==> config.mk <==
export PLATFORM = sky130hd
export DESIGN_NAME = circular_list_manager
export DESIGN_NICKNAME = d
export VERILOG_FILES = /design/src/clm_pkg.sv /design/src/circular_list_manager.sv
export SDC_FILE = /design/constraint.sdc
export NUM_CORES = 2
export LEC_CHECK = 0
export BUFFER_PORTS_ARGS = -buffer_cell sky130_fd_sc_hd__buf_4
export CORE_ASPECT_RATIO = 1.1
export CORE_MARGIN = 2
export CORE_UTILIZATION = 30
export DETAILED_ROUTE_END_ITERATION = 10
export PLACE_DENSITY = 0.55
export SLEW_MARGIN = 20
export SYNTH_ARGS = -nofsm -noshare
export SYNTH_HDL_FRONTEND = slang
export SYNTH_SLANG_ARGS = --single-unit
==> constraint.sdc <==
create_clock -name i_clk -period 11.14 [get_ports i_clk]
set_clock_uncertainty 0.05 [all_clocks]
set_input_delay 1.114 -clock i_clk [delete_from_list [all_inputs] [get_ports i_clk]]
set_output_delay 1.114 -clock i_clk [all_outputs]
set_load 0.01 [all_outputs]
==> src/clm_pkg.sv <==
// Shared constants, operation and status codes, and the free-slot search for
// the circular list manager.
// Depends on nothing; imported by circular_list_manager.
package clm_pkg;

    localparam int CAPACITY = 32;
    localparam int SLOT_W   = $clog2(CAPACITY);
    localparam int CNT_W    = $clog2(CAPACITY + 1);
    localparam int OP_W     = 3;
    localparam int POS_W    = 8;
    localparam int DATA_W   = 32;
    localparam int STATUS_W = 3;
    localparam int LEN_W    = 7;

    typedef enum logic [OP_W-1:0] {
        OP_INSERT_AT    = 3'd0,
        OP_INSERT_FRONT = 3'd1,
        OP_APPEND       = 3'd2,
        OP_DELETE_AT    = 3'd3,
        OP_DELETE_FRONT = 3'd4,
        OP_DELETE_END   = 3'd5,
        OP_TRAVERSE     = 3'd6,
        OP_NOP          = 3'd7
    } t_op;

    typedef enum logic [STATUS_W-1:0] {
        ST_OK      = 3'd0,
        ST_POS_ONE = 3'd1,
        ST_EMPTY   = 3'd2,
        ST_RANGE   = 3'd3,
        ST_FULL    = 3'd4
    } t_status;

    // Lowest-numbered free slot; zero when none is free.
    function automatic logic [SLOT_W-1:0] lowest_free(input logic [CAPACITY-1:0] free_map);
        logic [SLOT_W-1:0] slot;
        slot = '0;
        for (int i = CAPACITY - 1; i >= 0; i--) begin
            if (free_map[i]) begin
                slot = SLOT_W'(i);
            end
        end
        return slot;
    endfunction

endpackage

==> src/circular_list_manager.sv <==
// Circular list manager: an ordered list of signed values kept as a singly
// linked ring in two slot memories (values and successor links).
// Depends on clm_pkg.
//
// Usage:
// A request enters on i_in_valid / o_in_stall with i_operation, i_position
// and i_item_value. Results leave on o_out_valid / i_out_stall. Every
// operation yields one status result, except a traverse of a non-empty list,
// which yields one result per element from front to back; o_last_result
// marks the final result of each request.
// Timing: one request is worked on at a time. Positional insert and delete,
// and delete at the end, walk the ring one link memory read per cycle. A
// traverse streams one element per cycle while the receiver does not stall.
// Results sit in an output register; while the receiver stalls, that
// register holds and the next request's work proceeds up to the point where
// it has a result to hand over, then waits.
// Reset (synchronous, active low) empties the list: the free map is set to
// all ones, the count and tail to zero. The memories themselves are not
// cleared; only slots that were written are ever used.
module circular_list_manager (
    input  logic                                i_clk,
    input  logic                                i_rst_n,
    input  logic                                i_in_valid,
    output logic                                o_in_stall,
    input  logic [clm_pkg::OP_W-1:0]            i_operation,
    input  logic [clm_pkg::POS_W-1:0]           i_position,
    input  logic signed [clm_pkg::DATA_W-1:0]   i_item_value,
    output logic                                o_out_valid,
    input  logic                                i_out_stall,
    output logic [clm_pkg::STATUS_W-1:0]        o_status,
    output logic signed [clm_pkg::DATA_W-1:0]   o_element,
    output logic                                o_is_element,
    output logic                                o_last_result,
    output logic [clm_pkg::LEN_W-1:0]           o_list_length
);
    import clm_pkg::*;

    typedef enum logic [2:0] {
        S_IDLE,
        S_WALK,
        S_INS1,
        S_INS2,
        S_FIRST,
        S_DEL,
        S_TRAV,
        S_RESP
    } t_state;

    // Control and list bookkeeping.
    t_state                    r_state;
    t_op                       r_op;
    t_status                   r_status;
    logic signed [DATA_W-1:0]  r_val;
    logic [POS_W-1:0]          r_target;
    logic [POS_W-1:0]          r_steps;
    logic                      r_stop_tail;
    logic [SLOT_W-1:0]         r_cur;
    logic [SLOT_W-1:0]         r_next;
    logic [SLOT_W-1:0]         r_slot;
    logic [SLOT_W-1:0]         r_tail;
    logic [CNT_W-1:0]          r_count;
    logic [CAPACITY-1:0]       r_free;

    // Decode of the request on the input ports, taken when it is accepted.
    t_state                    n_state;
    t_status                   n_status;
    logic [POS_W-1:0]          n_target;
    logic                      n_stop_tail;

    // Output register.
    logic                      r_out_valid;
    t_status                   r_o_status;
    logic signed [DATA_W-1:0]  r_o_element;
    logic                      r_o_is_element;
    logic                      r_o_last;
    logic [LEN_W-1:0]          r_o_length;

    // Slot memories with registered read data.
    logic [SLOT_W-1:0]         lk_mem [CAPACITY];
    logic signed [DATA_W-1:0]  vl_mem [CAPACITY];
    logic [SLOT_W-1:0]         q_link;
    logic signed [DATA_W-1:0]  q_val;

    logic [SLOT_W-1:0]         rd_addr;
    logic                      lk_we;
    logic [SLOT_W-1:0]         lk_waddr;
    logic [SLOT_W-1:0]         lk_wdata;
    logic                      vl_we;

    logic                      out_free;
    logic                      walk_step;
    logic                      last_elem;
    logic                      list_empty;
    logic                      list_full;
    logic [SLOT_W-1:0]         new_slot;
    t_op                       op_in;

    assign op_in      = t_op'(i_operation);
    assign out_free   = !r_out_valid || !i_out_stall;
    assign list_empty = (r_count == '0);
    assign list_full  = (r_count >= CNT_W'(CAPACITY));
    assign new_slot   = lowest_free(r_free);
    assign last_elem  = ((r_steps + POS_W'(1)) == POS_W'(r_count));

    // During the walk q_link always holds the successor of r_cur. The first
    // step, if the target is non-zero, is always taken; an insert walk also stops at the tail.
    assign walk_step = (r_steps < r_target)
                    && !(r_stop_tail && (r_steps != '0) && (r_cur == r_tail));

    assign o_in_stall    = (r_state != S_IDLE);
    assign o_out_valid   = r_out_valid;
    assign o_status      = r_o_status;
    assign o_element     = r_o_element;
    assign o_is_element  = r_o_is_element;
    assign o_last_result = r_o_last;
    assign o_list_length = r_o_length;

    // Rejections answer at once; accepted work starts with a walk of the ring
    // from the tail, or with the first entry of an empty list.
    always_comb begin
        n_status    = ST_OK;
        n_state     = S_RESP;
        n_target    = '0;
        n_stop_tail = 1'b0;
        unique case (op_in) inside
            OP_INSERT_AT: begin
                if (i_position == POS_W'(1)) begin
                    n_status = ST_POS_ONE;
                end else if (list_empty) begin
                    n_status = ST_EMPTY;
                end else if (list_full) begin
                    n_status = ST_FULL;
                end else begin
                    // Positions 0 and 2 both land after the front.
                    n_target    = (i_position >= POS_W'(2))
                                ? i_position - POS_W'(1) : POS_W'(1);
                    n_stop_tail = 1'b1;
                    n_state     = S_WALK;
                end
            end
            OP_INSERT_FRONT, OP_APPEND: begin
                if (list_full) begin
                    n_status = ST_FULL;
                end else if (list_empty) begin
                    n_state = S_FIRST;
                end else begin
                    n_state = S_WALK;
                end
            end
            OP_DELETE_AT: begin
                if (i_position == POS_W'(1)) begin
                    n_status = ST_POS_ONE;
                end else if (list_empty) begin
                    n_status = ST_EMPTY;
                end else if ((i_position < POS_W'(2))
                          || (i_position > POS_W'(r_count))) begin
                    n_status = ST_RANGE;
                end else begin
                    n_target = i_position - POS_W'(1);
                    n_state  = S_WALK;
                end
            end
            OP_DELETE_FRONT: begin
                if (list_empty) begin
                    n_status = ST_EMPTY;
                end else begin
                    n_state = S_WALK;
                end
            end
            OP_DELETE_END: begin
                if (list_empty) begin
                    n_status = ST_EMPTY;
                end else begin
                    n_target = POS_W'(r_count) - POS_W'(1);
                    n_state  = S_WALK;
                end
            end
            OP_TRAVERSE: begin
                if (list_empty) begin
                    n_status = ST_EMPTY;
                end else begin
                    n_target = POS_W'(1);
                    n_state  = S_WALK;
                end
            end
            OP_NOP: begin
                n_status = ST_OK;
            end
            default: begin
                n_status = ST_OK;
            end
        endcase
    end

    // Memory addressing and write strobes for each state.
    always_comb begin
        rd_addr  = r_tail;
        lk_we    = 1'b0;
        lk_waddr = r_cur;
        lk_wdata = r_next;
        vl_we    = 1'b0;
        unique case (r_state)
            S_IDLE: begin
                rd_addr = r_tail;
            end
            S_WALK: begin
                // A traverse re-reads the front slot so that its value arrives.
                // Every other walk reads ahead so a delete has the link it skips.
                rd_addr = (!walk_step && (r_op == OP_TRAVERSE)) ? r_cur : q_link;
            end
            S_INS1: begin
                lk_we    = 1'b1;
                lk_waddr = new_slot;
                lk_wdata = r_next;
                vl_we    = 1'b1;
            end
            S_INS2: begin
                lk_we    = 1'b1;
                lk_waddr = r_cur;
                lk_wdata = r_slot;
            end
            S_FIRST: begin
                lk_we    = 1'b1;
                lk_waddr = new_slot;
                lk_wdata = new_slot;
                vl_we    = 1'b1;
            end
            S_DEL: begin
                lk_we    = (r_count > CNT_W'(1));
                lk_waddr = r_cur;
                lk_wdata = q_link;
            end
            S_TRAV: begin
                rd_addr = out_free ? q_link : r_cur;
            end
            S_RESP: begin
                rd_addr = r_tail;
            end
            default: begin
                rd_addr = r_tail;
            end
        endcase
    end

    always_ff @(posedge i_clk) begin
        if (lk_we) begin
            lk_mem[lk_waddr] <= lk_wdata;
        end
        q_link <= lk_mem[rd_addr];
    end

    always_ff @(posedge i_clk) begin
        if (vl_we) begin
            vl_mem[new_slot] <= r_val;
        end
        q_val <= vl_mem[rd_addr];
    end

    always_ff @(posedge i_clk) begin
        if (!i_rst_n) begin
            r_state     <= S_IDLE;
            r_tail      <= '0;
            r_count     <= '0;
            r_free      <= '1;
            r_out_valid <= 1'b0;
        end else begin
            // The result states reload the output register themselves.
            if (r_out_valid && !i_out_stall
                    && (r_state != S_TRAV) && (r_state != S_RESP)) begin
                r_out_valid <= 1'b0;
            end
            unique case (r_state)
                S_IDLE: begin
                    if (i_in_valid) begin
                        r_op        <= op_in;
                        r_val       <= i_item_value;
                        r_cur       <= r_tail;
                        r_steps     <= '0;
                        r_target    <= n_target;
                        r_stop_tail <= n_stop_tail;
                        r_status    <= n_status;
                        r_state     <= n_state;
                    end
                end
                S_WALK: begin
                    if (walk_step) begin
                        r_cur   <= q_link;
                        r_steps <= r_steps + POS_W'(1);
                    end else begin
                        r_next  <= q_link;
                        r_steps <= '0;
                        unique case (r_op) inside
                            OP_INSERT_AT, OP_INSERT_FRONT, OP_APPEND: r_state <= S_INS1;
                            OP_DELETE_AT, OP_DELETE_FRONT, OP_DELETE_END: r_state <= S_DEL;
                            OP_TRAVERSE: r_state <= S_TRAV;
                            default: r_state <= S_RESP;
                        endcase
                    end
                end
                S_INS1: begin
                    r_slot           <= new_slot;
                    r_free[new_slot] <= 1'b0;
                    r_count          <= r_count + CNT_W'(1);
                    r_state          <= S_INS2;
                end
                S_INS2: begin
                    if (((r_op == OP_INSERT_AT) && (r_cur == r_tail))
                            || (r_op == OP_APPEND)) begin
                        r_tail <= r_slot;
                    end
                    r_state <= S_RESP;
                end
                S_FIRST: begin
                    r_free[new_slot] <= 1'b0;
                    r_tail           <= new_slot;
                    r_count          <= CNT_W'(1);
                    r_state          <= S_RESP;
                end
                S_DEL: begin
                    r_free[r_next] <= 1'b1;
                    if (r_count <= CNT_W'(1)) begin
                        r_count <= '0;
                        r_tail  <= '0;
                    end else begin
                        if (r_next == r_tail) begin
                            r_tail <= r_cur;
                        end
                        r_count <= r_count - CNT_W'(1);
                    end
                    r_state <= S_RESP;
                end
                S_TRAV: begin
                    if (out_free) begin
                        r_out_valid    <= 1'b1;
                        r_o_status     <= ST_OK;
                        r_o_element    <= q_val;
                        r_o_is_element <= 1'b1;
                        r_o_last       <= last_elem;
                        r_o_length     <= LEN_W'(r_count);
                        r_steps        <= r_steps + POS_W'(1);
                        r_cur          <= q_link;
                        if (last_elem) begin
                            r_state <= S_IDLE;
                        end
                    end
                end
                S_RESP: begin
                    if (out_free) begin
                        r_out_valid    <= 1'b1;
                        r_o_status     <= r_status;
                        r_o_element    <= '0;
                        r_o_is_element <= 1'b0;
                        r_o_last       <= 1'b1;
                        r_o_length     <= LEN_W'(r_count);
                        r_state        <= S_IDLE;
                    end
                end
                default: begin
                    r_state <= S_IDLE;
                end
            endcase
        end
    end

endmodule

Word-level counts from Yosys, hierarchy flattened --
Memory sizes are Yosys's and may differ from the RTL's. A register that Yosys moved wholly into a read port is not among the register bits. Index checks and enable logic that the tools add are counted.
Word-level totals: memories kept 2, logic and storage cells 231, bits in read-only memories 0, flip-flop bits (word level) 160, output and inout bits 46, bits in latches 0, bits in writable memories 1184
Memories:
- vl_mem | depth 32, bits a word 32, read ports 1, clocked after memory_dff 1, wr ports 1, line circular_list_manager.sv:80 | logic signed [DATA_W-1:0] vl_mem [CAPACITY];
- lk_mem | depth 32, bits a word 5, read ports 1, clocked after memory_dff 1, wr ports 1, line circular_list_manager.sv:79 | logic [SLOT_W-1:0] lk_mem [CAPACITY];
Cells by class: reduce and logical (&&, ||, !) cells 46, eq/ne operators 33, shifts and indexed selects 0, $lt $le $gt $ge 11, $mul 0, add/subtract/negate cells 5, muxes and demuxes 110, div/mod/pow operators 0, bitwise logic cells 5
Operator list (count):
- two-way mux 5 bit | 40
- one-hot mux 32 bit (2 select lines) | 2
- two-way mux 8 bit | 11
- two-way mux 32 bit | 2
- two-way mux 3 bit | 18
- one-hot mux 5 bit (3 select lines) | 3
- bitwise AND 32 bit | 1
- NOT 32 bit | 1
- bitwise OR 32 bit | 1
- one-hot mux 8 bit (4 select lines) | 1
- == test 3 bit, second input constant | 10
- one-hot mux 3 bit (4 select lines) | 2
- one-hot mux 8 bit (3 select lines) | 1
- == test 3 x 2 -> 1 bit, second input constant | 6
- one-hot mux 3 bit (6 select lines) | 1
- one-hot mux 6 bit (3 select lines) | 1
- OR reduction 3 bit | 6
- two-way mux 1 bit | 15
- inequality test 2 bit, second input constant | 7
- less-than comparator 5 x 6 -> 1 bit, second input constant | 2
- AND reduction 3 bit | 4
- AND reduction 4 bit | 3
- nonzero test 3 bit | 4
- demux 1 bit (select 5 bit) | 2
- other kinds (35) | 66

Longest topological paths before layout --
word-level depth 39, mapped depth 14, gate-level depth less buffers 11

Worst setup path after synthesis --
No wires, ideal clock.
path type flip-flop to flip-flop, start point reg r_free[30], end point mem vl_mem[4][0], enable pin, setup slack 6.272 ns, data required time 10.629 ns, path buffers 1, data arrival time 4.357 ns, cell stages (with the launch flop) 12, path through dfxtp_1 nand2b_1 a21oi_1 o21bai_1 a21oi_1 o21bai_1 a21oi_1 o41a_1 o21ai_1 clkinv_1 clkbuf_1 nor3_1
On the way: longest elaborated chain between the ends 31
RTL lines:
- start, declared | line circular_list_manager.sv:62 | logic [CAPACITY-1:0] r_free;
- start signal, assigned | line circular_list_manager.sv:264 | r_free <= '1;
- start signal, assigned by index | line circular_list_manager.sv:302 | r_free[new_slot] <= 1'b0;
- start signal, assigned by index | line circular_list_manager.sv:314 | r_free[new_slot] <= 1'b0;
- two-way mux 5 bit (31 in series) | line clm_pkg.sv:39 | if (free_map[i]) begin
- via new_slot[0] | line circular_list_manager.sv:95 | logic [SLOT_W-1:0] new_slot;
- end, declared | line circular_list_manager.sv:80
The timed path passes the listed nets, and every way through them passes these cells.

Worst setup path in the final report --
start point reg r_steps[3], end point reg q_val[27] (read register of vl_mem)
On the way: longest elaborated chain between the ends 9, elaborated cells on any way between the ends 10, those cells by class order compare (1); mux (2); reduce/logical (7)
RTL lines:
- start, declared | line circular_list_manager.sv:55 | logic [POS_W-1:0] r_steps;
- start signal, assigned | line circular_list_manager.sv:288 | r_steps <= r_steps + POS_W'(1);
- start signal, assigned | line circular_list_manager.sv:340 | r_steps <= r_steps + POS_W'(1);
- branches (longest 4 deep; another with less-than comparator 8 bit)
- logical AND 1 bit * | line circular_list_manager.sv:108 | && !(r_stop_tail && (r_steps != '0) && (r_cur == r_tail));
- zero test 1 bit * | line circular_list_manager.sv:209 | rd_addr = (!walk_step && (r_op == OP_TRAVERSE)) ? r_cur : q_link;
- logical AND 1 bit * | line circular_list_manager.sv:209
- two-way mux 5 bit * | line circular_list_manager.sv:209
- one-hot mux 5 bit (2 select lines) * | line circular_list_manager.sv:202 | unique case (r_state)
- end, declared | line circular_list_manager.sv:82 | logic signed [DATA_W-1:0] q_val;
Mark *: on every way between the ends. A chain may end at the register's enable or synchronous reset.

==> run summary <==
The flow ran to the end, and the final reports show no timing, DRC or antenna violations. The sequential cell area in the final layout came out at 40,630 um2. The sequential-to-total area share from yosys stat came out at 0.7443. Total power for the finished layout comes to 17.94 mW. The met1 track utilization from global routing is 0.2302. The routability congestion estimate is 0.8052. Setup violations remaining at the end of the flow were counted as 0. The tightest min-delay check is of the input pin to flip-flop type.

The wire length per cell after detailed routing is 23.90 um. In the synthesized netlist the dominant register cell turns out to be sky130_fd_sc_hd__edfxtp_1. TritonCTS built the clock tree. The die boundary width came out at 410.7 um. The via count of the first global-routing pass is 32,910. Measured against its own limit, the worst slew margin works out to 0.2521.

Setup repair after global routing left no endpoint under its margin. The count of mapped cells out of synthesis came out at 4,021. The number of I/O port buffers is 91. The worst setup path is launched from a flip-flop.

The number of antenna violations at the first check in global routing came out at 6. For this run, the post-layout net count is 4,139. The count of warnings emitted by yosys came out at 0.

The tree is rooted in a sky130_fd_sc_hd__clkbuf_16. For this block, the via count after detailed routing is 34,850. The worst ir drop on vdd is 0.0003822 V. The max-slew violation total from the final report came out at 0. The distinct cell type count after synthesis is 77.

The setup total negative slack is 0 ns. The number of setup buffers added after CTS is 0. The total wire length after detailed routing is 157,700 um.

Summed over all cells, the static leakage comes to 19.95 nW. The final standard cell count with taps included and fillers excluded is 6,600. The floorplan step defined a die boundary enclosing 185,400 um2. Detailed placement finished with a half-perimeter wire length of 79,520 um. The setup path with the least slack is of type flip-flop to flip-flop. The H-tree generated during clock tree synthesis spans 4 levels. Of the cells placed in the final design, the portion with a size suffix greater than 1 is 0.1045.

The synthesized netlist occupies a cell area of 54,590 um2. STA classifies the critical path endpoint as a flip-flop. The worst path needs 5.252 ns of the cycle, external delays included. In the synthesized netlist, the cells that appear most often are 1,297 x sky130_fd_sc_hd__edfxtp_1, 969 x sky130_fd_sc_hd__nand2_1, 371 x sky130_fd_sc_hd__a21oi_1. The final critical-path share of the clock period came out at 0.4715. The core outline area came out at 181,200 um2. The pin count of the biggest net entering global routing is 188. Across the run, the number of max-cap violations was 0.

The number of violations reported at the end of detailed-routing iteration 0 came out at 3,999. The clock net in this run drives a total of 1,381 sinks. The synthesized design spends more area on one cell type than any other, namely sky130_fd_sc_hd__edfxtp_1. The overall global routing resource usage is 0.1646. The arrival time of data at the critical path endpoint is 5.78 ns. The first-pass GRT wire length is 226,300 um.

During I/O placement, the number of pins put on the boundary was 93. In this run, post-CTS repair resized a total of 0 instances. The cell area power density is 286.1 nW/um2.

The synthesized net count is 4,089. The effective utilization at floorplan came out at 0.3013. The clock-pin slew on the worst setup and hold paths is 0.06 ns. The number of CTS-inserted buffers came out at 148.

The met3 capacity usage during global routing came out at 0.02934. The DRC violation count after routing came out at 0. By area the synthesized netlist is led by sky130_fd_sc_hd__edfxtp_1 71%, sky130_fd_sc_hd__nand2_1 6.7%, sky130_fd_sc_hd__a32oi_1 4.9%.

The global-route congestion overflow total came out at 0. Of all flip-flops after synthesis, the portion carrying an async set or reset was 0. The footprint of the multi-input gates is 12,870 um2. The chip height is 451.4 um. For the pin with the worst max-slew slack, the measured transition is 1.113 ns. The met2 track demand over resource came out at 0.2641. The number of detailed-route iterations in the first pass came out at 6. The cell total after placement came out at 6,328. The hold violation count in the final report came out at 0. The top cell type's share of synthesized area came out at 0.7135. The placement-stage cell area is 57,960 um2.

The maximum fanout count along the critical path came out at 187. The most utilized layer in the global route result is met2. The average instance in the mapped netlist occupies 13.58 um2.

The remaining number of nets flagged by the antenna check after routing is 0. STA puts the critical path data required time at 11.67 ns. The area growth from synthesis to final layout is 14.88%. The worst register-to-register path has a setup slack of 5.89 ns. After routing the design area is 62,710 um2. The number of buffers on the longest clock path came out at 3. Dividing the detail-routed via count by the number of cells gives 5.280.

The cts-stage hold buffer count came out at 0. The number of synthesized register bits is 1,381. Derived from the worst setup path, the maximum achievable clock frequency is 190.4 MHz. The count of flip-flops with a built-in enable after synthesis is 1,297. The clock latency at the later pin of the worst-skew pair came out at 0.79 ns.

Yosys instantiated no cell more often than sky130_fd_sc_hd__edfxtp_1. Counting the fill cells in the layout gives 17,480. The initialized floorplan defines 164 standard-cell rows.
[logic make-up after synthesis]
| kind of cell | synth area share |
|---|---|
| XOR/XNOR | 0.004813 |
| flip-flops | 0.7443 |
| buffers and inverters | 0.02517 |
| other | 0.00006869 |
| multiplexers | 0.002223 |
| adder cells (fa/ha/maj) | 0.004813 |
| AO/OA/AOI/OAI | 0.1179 |
| AND/OR/NAND/NOR | 0.1007 |
[metal layers]
metal,routed length (um),part of all wire,up-vias
met2,74370,0.47,1330
met4,3190,0.020,0
met5,0,0,-
met1,67990,0.43,17870
li1,-,-,15440
met3,12190,0.077,210
[stage by stage]
| stage | worst slack (ns) | hold slack [ns] | utilization |
|---|---|---|---|
| floorplan | 6.272 | 0.3564 | - |
| detailed placement | 5.840 | 0.4569 | 0.3199 |
| global route | 5.514 | 0.4151 | 0.3461 |
| finish | 5.888 | 0.4509 | 0.3461 |
| global placement | 5.759 | 0.4615 | 0.3199 |
| CTS | 5.865 | 0.3963 | 0.3460 |
[worst max-delay path, stage by stage, from the launching register on]
cell	delay (ns)
sky130_fd_sc_hd__edfxtp_1	0.50
sky130_fd_sc_hd__ha_1	0.25
sky130_fd_sc_hd__a2111o_1	0.43
sky130_fd_sc_hd__a21oi_4	0.30
sky130_fd_sc_hd__mux2_2	0.42
sky130_fd_sc_hd__nand3_4	0.46
sky130_fd_sc_hd__buf_4	0.59
sky130_fd_sc_hd__buf_12	0.62
sky130_fd_sc_hd__nand2_1	0.12
sky130_fd_sc_hd__a32oi_1	0.28
sky130_fd_sc_hd__o22ai_1	0.12
sky130_fd_sc_hd__nor4_1	0.65
[worst paths after layout]
check / startpoint / depth (start not counted) / end
worst max-delay path: r_steps[3]$_DFFE_PP_ / 11 / q_val[27]$_DFF_P_
worst min-delay path: i_item_value[16] / 1 / r_val[16]$_DFFE_PP_
worst max register to register: r_steps[3]$_DFFE_PP_ / 11 / q_val[27]$_DFF_P_
worst min register to register: q_val[14]$_DFF_P_ / 1 / o_element[14]$_SDFFCE_PP0P_
[area by class of cell]
class / instances / area share
clock inverter: 55 / 0.009557
sequential: 1381 / 0.6479
timing repair buffer: 163 / 0.02051
inverter: 44 / 0.002634
clock buffer: 214 / 0.06608
multi-input combinational: 2333 / 0.2052
antenna: 3 / 0.0001197
tap: 2407 / 0.04802
[cell usage in the layout (no fill, tap or decap), types with 38 or more instances in the layout]
cell type,synthesis,final
sky130_fd_sc_hd__clkbuf_1,112,49
sky130_fd_sc_hd__nor2_1,72,64
sky130_fd_sc_hd__a32oi_1,303,303
sky130_fd_sc_hd__buf_4,8,158
sky130_fd_sc_hd__clkbuf_16,0,150
sky130_fd_sc_hd__dfxtp_1,84,84
sky130_fd_sc_hd__inv_1,41,41
sky130_fd_sc_hd__and2_1,38,38
sky130_fd_sc_hd__nor3_1,75,49
sky130_fd_sc_hd__o22ai_1,156,155
sky130_fd_sc_hd__o21ai_0,53,51
sky130_fd_sc_hd__edfxtp_1,1297,1297
sky130_fd_sc_hd__a21oi_1,371,370
sky130_fd_sc_hd__nand2_1,969,968
sky130_fd_sc_hd__nor4_1,45,45
[where the power goes]
part	internal (mW)	total (mW)	switching [mW]
registers	6.19	6.53	0.345
logic	2.00	6.59	4.59
clock network	2.75	4.82	2.07
total	10.9	17.9	7.00
[sequential cells by signal, indices dropped and copies added, names as in the netlist, 6 cells and up]
register       flops
r_val             32
r_target           8
r_steps            8
r_count            6
o_element         32
o_list_length      6
r_free            32
q_val             32
vl_mem          1024
lk_mem           160
Power figures use the tool's default switching activity.
